<file path="src/hdl/cme_pkg.sv">
// shared types and constants of the counter machine executor
`timescale 1ns / 1ps

package cme_pkg;

    // highest usable program length, longer settings count as this
    localparam int C_PROGRAM_DEPTH = 1024;

    // request kinds
    localparam logic [1:0] OP_EXEC    = 2'd0;
    localparam logic [1:0] OP_READ    = 2'd1;
    localparam logic [1:0] OP_RESTART = 2'd2;
    localparam logic [1:0] OP_SPARE   = 2'd3;

    // instruction kinds
    localparam logic [1:0] INS_INC  = 2'd0;
    localparam logic [1:0] INS_DEC  = 2'd1;
    localparam logic [1:0] INS_GOTO = 2'd2;
    localparam logic [1:0] INS_STOP = 2'd3;

    typedef struct packed {
        logic [1:0] op;
        logic [1:0] opcode;
        logic [7:0] counter_addr;
        logic [9:0] jump_target;
    } t_in_item;

    typedef struct packed {
        logic [10:0] next_pc;
        logic        halted;
        logic        finished;
        logic [31:0] counter_value;
        logic        overflow;
        logic        ignored;
    } t_out_item;

    // controller to datapath
    typedef struct packed {
        logic load_item;
        logic rd_en;
        logic exec;
        logic clr_en;
    } t_ctl_cmd;

    // datapath to controller
    typedef struct packed {
        logic restart;
        logic clr_last;
    } t_dp_status;

endpackage

</file>
<file path="src/hdl/cme_ctrl.sv">
// controller: sequencing of clear sweep, read, execute and result handoff
`timescale 1ns / 1ps

module cme_ctrl (
    input  logic                i_clk,
    input  logic                i_rst_n,
    input  logic                i_in_valid,
    output logic                o_in_ready,
    output logic                o_out_valid,
    input  logic                i_out_ready,
    input  cme_pkg::t_dp_status i_sts,
    output cme_pkg::t_ctl_cmd   o_cmd
);

    typedef enum logic [3:0] {
        S_CLEAR = 4'b0001,
        S_IDLE  = 4'b0010,
        S_READ  = 4'b0100,
        S_EXEC  = 4'b1000
    } t_state;

    t_state r_state, n_state;
    logic   r_out_valid, n_out_valid;
    logic   out_free;

    assign out_free = !r_out_valid || i_out_ready;

    always_comb begin
        n_state = r_state;
        o_cmd   = '0;
        case (r_state)
            S_CLEAR: begin
                o_cmd.clr_en = 1'b1;
                if (i_sts.clr_last) begin
                    n_state = S_IDLE;
                end
            end
            S_IDLE: begin
                if (i_in_valid) begin
                    o_cmd.load_item = 1'b1;
                    n_state         = S_READ;
                end
            end
            S_READ: begin
                o_cmd.rd_en = 1'b1;
                n_state     = S_EXEC;
            end
            S_EXEC: begin
                if (out_free) begin
                    o_cmd.exec = 1'b1;
                    n_state    = i_sts.restart ? S_CLEAR : S_IDLE;
                end
            end
            default: begin
                n_state = S_CLEAR;
            end
        endcase
    end

    always_comb begin
        n_out_valid = r_out_valid;
        if (o_cmd.exec) begin
            n_out_valid = 1'b1;
        end else if (i_out_ready) begin
            n_out_valid = 1'b0;
        end
    end

    always_ff @(posedge i_clk) begin
        if (!i_rst_n) begin
            r_state     <= S_CLEAR;
            r_out_valid <= 1'b0;
        end else begin
            r_state     <= n_state;
            r_out_valid <= n_out_valid;
        end
    end

    assign o_in_ready  = (r_state == S_IDLE);
    assign o_out_valid = r_out_valid;

    a_restart_clears: assert property (@(posedge i_clk) disable iff (!i_rst_n)
        o_cmd.exec && i_sts.restart |=> r_state == S_CLEAR)
        else $error("restart did not start clearing sweep");

    a_no_overwrite: assert property (@(posedge i_clk) disable iff (!i_rst_n)
        o_cmd.exec |-> (!r_out_valid || i_out_ready))
        else $error("result register overwritten while full");

    a_read_then_exec: assert property (@(posedge i_clk) disable iff (!i_rst_n)
        r_state == S_READ |=> r_state == S_EXEC)
        else $error("read not followed by execute");

    a_result_held: assert property (@(posedge i_clk) disable iff (!i_rst_n)
        r_out_valid && !i_out_ready |=> r_out_valid)
        else $error("pending result dropped");

endmodule

</file>
<file path="config.mk">
export PLATFORM = sky130hd
export DESIGN_NAME = cme_ctrl
export DESIGN_NICKNAME = d
export VERILOG_FILES = /design/src/hdl/cme_pkg.sv /design/src/hdl/cme_ctrl.sv
export SDC_FILE = /design/constraint.sdc
export NUM_CORES = 1
export LEC_CHECK = 0
export ABC_AREA = 1
export BUFFER_PORTS_ARGS = -buffer_cell sky130_fd_sc_hd__buf_2
export CAP_MARGIN = 20
export CORE_AREA = 5 5 42 44
export CTS_BUF_LIST = sky130_fd_sc_hd__clkbuf_16
export DETAILED_ROUTE_END_ITERATION = 7
export DIE_AREA = 0 0 47 49
export HOLD_SLACK_MARGIN = 0.12
export SLEW_MARGIN = 5
export SYNTH_ARGS = -nofsm -noshare
export SYNTH_HDL_FRONTEND = slang
export SYNTH_SLANG_ARGS = --single-unit
</file>
<file path="constraint.sdc">
create_clock -name i_clk -period 1.3 [get_ports i_clk]
set_input_delay 0.13 -clock i_clk [delete_from_list [all_inputs] [get_ports i_clk]]
set_output_delay 0.13 -clock i_clk [all_outputs]
set_load 0.02 [all_outputs]
</file>
==> impl_metrics.ini, run 1 <==
[critical_path]
critPathLaunchType = flip-flop
cp_max_fo = 4
path_cells = nand2_1 > nor2_1 > buf_2
cp_data_required_time_ns = 1.17
arrival_ns = 1.08
crit_path_end = o_cmd[2]
critPathMaxStageDelay_ns = 0.41
worstReg2RegStart = r_state[3]
cp_num_buf_inv = 1
critical-path-top-delay-family = flip-flops
r2r_slack_ns = 0.18
worstReg2RegEnd = r_state[0]
critical_path.startpoint = r_state[2]
worst-setup-path-type = flip-flop to output pin
r2r_cells = 7
critPathSlowestCell = dfxtp_1
cp-end-kind = output pin
worstSetupPathDepth = 3

[route]
ant_nets = 0
initialDrtViolationCount = 0
via_per_inst = 4.116
routedWlPerCell_um = 8.512
drt_wl_total_um = 732
route.detailed.drc = 0
drt-pass1-iter-count = 1
vias = 354

[floorplan]
start_util_pct = 25.36
rows = 14
io_pins = 12
chipWidth_um = 47
core_um2 = 1401
die-area_um2 = 2303
die_h_um = 49

[clocking]
cts_tree = built
clockBufferDepth = 2
cts_setup_buffers = 0
cts_root_buf = clkbuf_16
clkTransAtPathRegs_ns = 0.03
clkLatencyLatePin_ns = 0.23
htreeDepth = 1
numCtsBuffers = 3
cts.repair.resized = 0
clock_sinks = 5
holdBufCountCts = 0

[placed_design]
place_hpwl_um = 616.1
portBuffers = 11
place_congestion = 0.7045

[layout]
multi_input_area_um2 = 193.9
syn_to_final_growth_pct = 42.61
nets = 77
n_antenna_cell = 0
final_util_pct = 36.16
ff_latch_area_um2 = 100.1
fillerInstances = 159
drive_gt1_share_pct = 41.43

[sta]
period_minus_slack_ns = 1.208
hold_viol = 0
fmax_mhz = 827.7
worst_pin_slew_ns = 0.3397
fin_skew_ns = 0.0002584
setup_viol = 0
fin_crit_sh_pct = 92.94
relSlewSlack_pct = 77.27
slew_violations = 0

[logic_synthesis]
async_flop_share_pct = 0
synth_edf_count = 0
synth_seq_area_share_pct = 28.17
synthesis.nets = 63
synth_area_leaders = dfxtp_1, inv_1, nor2_1
synthFlopType = dfxtp_1
ys_ff_latch = 5
ys_top_cells_by_count = inv_1, nor2_1, nand2_1, dfxtp_1, nand2_2
syn_avg_cell_area_um2 = 6.234
yosys_warnings = 0
synth.distinct_cells = 16
syn_area_um2 = 355.3
netlist_instances = 57
synth_top_area_share_pct = 28.17
synth_largest_area_cell = dfxtp_1
synth.most_common_cell = inv_1

[power_and_ir_drop]
finalPower_uw = 859.7
ir_drop_uv = 789.0
p_leak_nw = 0.2858
power_density_nw_per_um2 = 1697

[outcome]
status = finished clean

[worst_hold_path]
hp-class = input pin to flip-flop
hold_path_depth = 3

[grt]
grt_overflow_total = 0
grt_max_degree = 6
grt_pass1_wl_mm = 1.317
antenna_found_initial = 0
track_usage_pct = 8.017
grt_pass1_vias = 375

[flow_run]
max_cap_violations = 0
-- per-layer routing --
layer	vias up	wire, µm	global-route usage [%]
met1	151	292	8.315
li1	189	-	-
met3	5	50	2.214
met2	9	359	12.44
met4	0	30	6.912
met5	-	0	0
-- cell type report --
class / count / area share (%)
Timing Repair Buffer: 11 / 11.36
Inverter: 15 / 11.11
Tap cell: 16 / 3.951
Clock buffer: 3 / 14.81
Clock inverter: 1 / 0.7407
Multi-Input combinational cell: 35 / 38.27
Sequential cell: 5 / 19.75
-- stage by stage --
step	std cells	area, µm²	hold slack, ns	worst slack [ns]	TNS (ns)
after floorplan	57	355.3	0.2565	0.2293	0
after global placement	82	415.4	0.3995	0.2488	0
after detailed placement	82	415.4	0.4011	0.2283	0
after CTS	86	494.2	0.1663	0.03566	0
after global routing	86	506.7	0.1843	-0.002407	-0.002407
final	86	506.7	0.1661	0.09182	0
-- worst register-to-register path, cell delays in order, from the launching register on --
cell and delay, ns:
dfxtp_1 0.40, nand2_2 0.10, nor2_2 0.20, nand2_4 0.07, nand2_2 0.08, nor2_1 0.04, nand2_1 0.06, nand2_1 0.05
-- cell usage in the layout (no fill, tap or decap), drive strengths merged --
cell type | Yosys | final
inv | 14 | 15
nor2 | 13 | 13
nand2 | 14 | 14
a21oi | 2 | 2
nand3 | 2 | 2
o21ai | 1 | 1
clkbuf | 0 | 3
dfxtp | 5 | 5
buf | 2 | 11
clkinv | 1 | 1
o211ai | 1 | 1
nor3 | 2 | 2
-- where the power goes --
part	switching (mW)	internal [mW]	leakage, nW
Clock	0.0974	0.398	0.0423
Sequential	0.0138	0.169	0.0408
Combinational	0.114	0.0670	0.203
Total	0.226	0.634	0.286
-- how the worst min path moves through the flow --
stage	startpoint	to	slack [ns]
global placement	i_rst_n	r_state[1]	0.40
finish	i_rst_n	r_state[1]	0.17
detailed placement	i_in_valid	r_state[2]	0.40
floorplan	i_rst_n	r_state[1]	0.26
global route	i_rst_n	r_state[1]	0.18
CTS	i_in_valid	r_state[2]	0.17
-- registers in the layout (all words and copies together) (netlist names) --
name and cells:
o_out_valid 1, r_state 4
-- kinds of logic after synthesis --
kind of cell    count (synthesis)  synth area share [%]
simple gates                   31                 44.01
buf+inv                        17                 20.07
flops                           5                 28.17
compound gates                  4                 7.745
(Power assumes the default switching activity.)
==> run 2, diff against run 1 <==
--- a/config.mk
+++ b/config.mk
@@ -13,6 +13,7 @@
 export DETAILED_ROUTE_END_ITERATION = 7
 export DIE_AREA = 0 0 47 49
 export HOLD_SLACK_MARGIN = 0.12
+export PLACE_DENSITY = 0.48
 export SLEW_MARGIN = 5
 export SYNTH_ARGS = -nofsm -noshare
 export SYNTH_HDL_FRONTEND = slang
==> run 2 against run 1 <==
Non-clock buffer count did not move. Combinational power barely moved. Register-to-register slack improved by 0.04 ns. Flip-flop and latch count did not move. First-iteration DRC count rose by 1. Clock power fell by 1%. Cell count did not move. Core utilization fell by 0.36 points. Sequential share of layout area rose by 0.20 points. Clock skew rose by 0.00055 ns. Fmax rose by 0.52%. Via count fell by 4.0%.
==> impl_metrics.ini, run 2 (synthesis results as in run 1) <==
[sta]
fmax_mhz = 832.0
whs_ns = 0.1653
period_minus_slack_ns = 1.202
fin_skew_ns = 0.0008063
rsz0062_at_grt = no
hold_viol = 0
relSlewSlack_pct = 80.66
fin_crit_sh_pct = 92.46
worst_pin_slew_ns = 0.2890
setup_tns_ns = 0
setup_viol = 0
slew_violations = 0

[critical_path]
cp_data_required_time_ns = 1.17
critPathLaunchType = flip-flop
critical_path.startpoint = r_state[2]
cp_max_fo = 5
path_cells = nor2_4 > nand2_2 > nor2_1 > buf_4
cp-end-kind = output pin
critPathMaxStageDelay_ns = 0.34
critPathSlowestCell = dfxtp_1
worstReg2RegStart = r_state[3]
arrival_ns = 1.07
worst-setup-path-type = flip-flop to output pin

[floorplan]
io_pins = 12
die-area_um2 = 2303
chipWidth_um = 47
die_h_um = 49
start_util_pct = 25.36
core_um2 = 1401
rows = 14

[clocking]
cts_root_buf = clkbuf_16
cts.repair.resized = 0
clkTransAtPathRegs_ns = 0.03
numCtsBuffers = 3
clock_sinks = 5
clkLatencyLatePin_ns = 0.22
cts_setup_buffers = 0
cts_tree = built
htreeDepth = 1
clockBufferDepth = 2
holdBufCountCts = 0

[power_and_ir_drop]
p_sw_share_pct = 25.67
internal-power_uw = 633.8
ir_drop_uv = 781.2
p_comb_share_pct = 21.1
p_leak_nw = 0.2856
switchingPower_uw = 218.9
power_density_nw_per_um2 = 1700
finalPower_uw = 852.7
clock_power_share_pct = 57.4
seq_power_share_pct = 21.4

[grt]
grt_max_degree = 6
grt_pass1_wl_mm = 1.255
track_usage_pct = 7.676
grt_overflow_total = 0
grt_pass1_vias = 341
antenna_found_initial = 0

[outcome]
status = finished clean

[layout]
regMostFlops = r_state
drive_gt1_share_pct = 40.00
final_common_cell = inv_1
nets = 77
n_antenna_cell = 0
final_cells = 86
final_util_pct = 35.80
syn_to_final_growth_pct = 41.20
final_cell_mix = inv_1, buf_2, nor2_1, nand2_1
largest_reg_flops = 4

[route]
routedWlPerCell_um = 8.105
route.detailed.drc = 0
ant_nets = 0
initialDrtViolationCount = 1
drt-pass1-iter-count = 2
drt_wl_total_um = 697
vias = 340
via_per_inst = 3.953

[placed_design]
portBuffers = 11
place_hpwl_um = 606.2
place_congestion = 0.6759
dp_cells = 82

[flow_run]
max_cap_violations = 0

[worst_hold_path]
hp-class = input pin to flip-flop
min-delay-start = i_rst_n
[run 2: final timing paths]
path                                   end  slack, ns  depth (start not counted)
worst max-delay path              o_cmd[3]        0.1                          4
worst min-delay path            r_state[1]       0.17                          3
worst max register to register  r_state[0]       0.22                          7
worst min register to register  r_state[3]       0.58                          4
[run 2: area by class of cell]
class,instances,area (µm²)
multi-input cells,35,188.9
clock buffers,3,75.07
flip-flops and latches,5,100.1
repair buffers,11,57.56
inverters,15,56.30
well taps,16,20.02
clock inverters,1,3.754
fillers,161,899.6
[run 2: per-layer routing]
| layer | vias up | global-route usage, % | share of wire [%] |
|---|---|---|---|
| li1 | 193 | - | - |
| met1 | 138 | 7.912 | 45 |
| met2 | 7 | 11.76 | 48 |
| met3 | 2 | 2.214 | 5.2 |
| met4 | 0 | 6.912 | 1.4 |
| met5 | - | 0 | 0 |
[run 2: stage by stage]
| stage | instance area (µm²) | worst slack [ns] |
|---|---|---|
| floorplan | 355.3 | 0.2293 |
| global placement | 415.4 | 0.2519 |
| detailed placement | 415.4 | 0.2385 |
| CTS | 494.2 | 0.03276 |
| global route | 501.7 | 0.0001423 |
| finish | 501.7 | 0.09806 |
[run 2: power groups by stage]
stage,registers (mW),logic [mW],clock network [mW]
finish,0.183,0.180,0.490
detailed placement,0.185,0.182,0
global route,0.184,0.207,0.509
floorplan,0.182,0.140,0
CTS,0.183,0.184,0.500
global placement,0.184,0.180,0
[run 2: critical path: cells and delay by family, from the launching register on]
kind,cells,cell delay (ns)
buffers and inverters,1,0.14
flip-flops,1,0.34
AND/OR/NAND/NOR,3,0.36
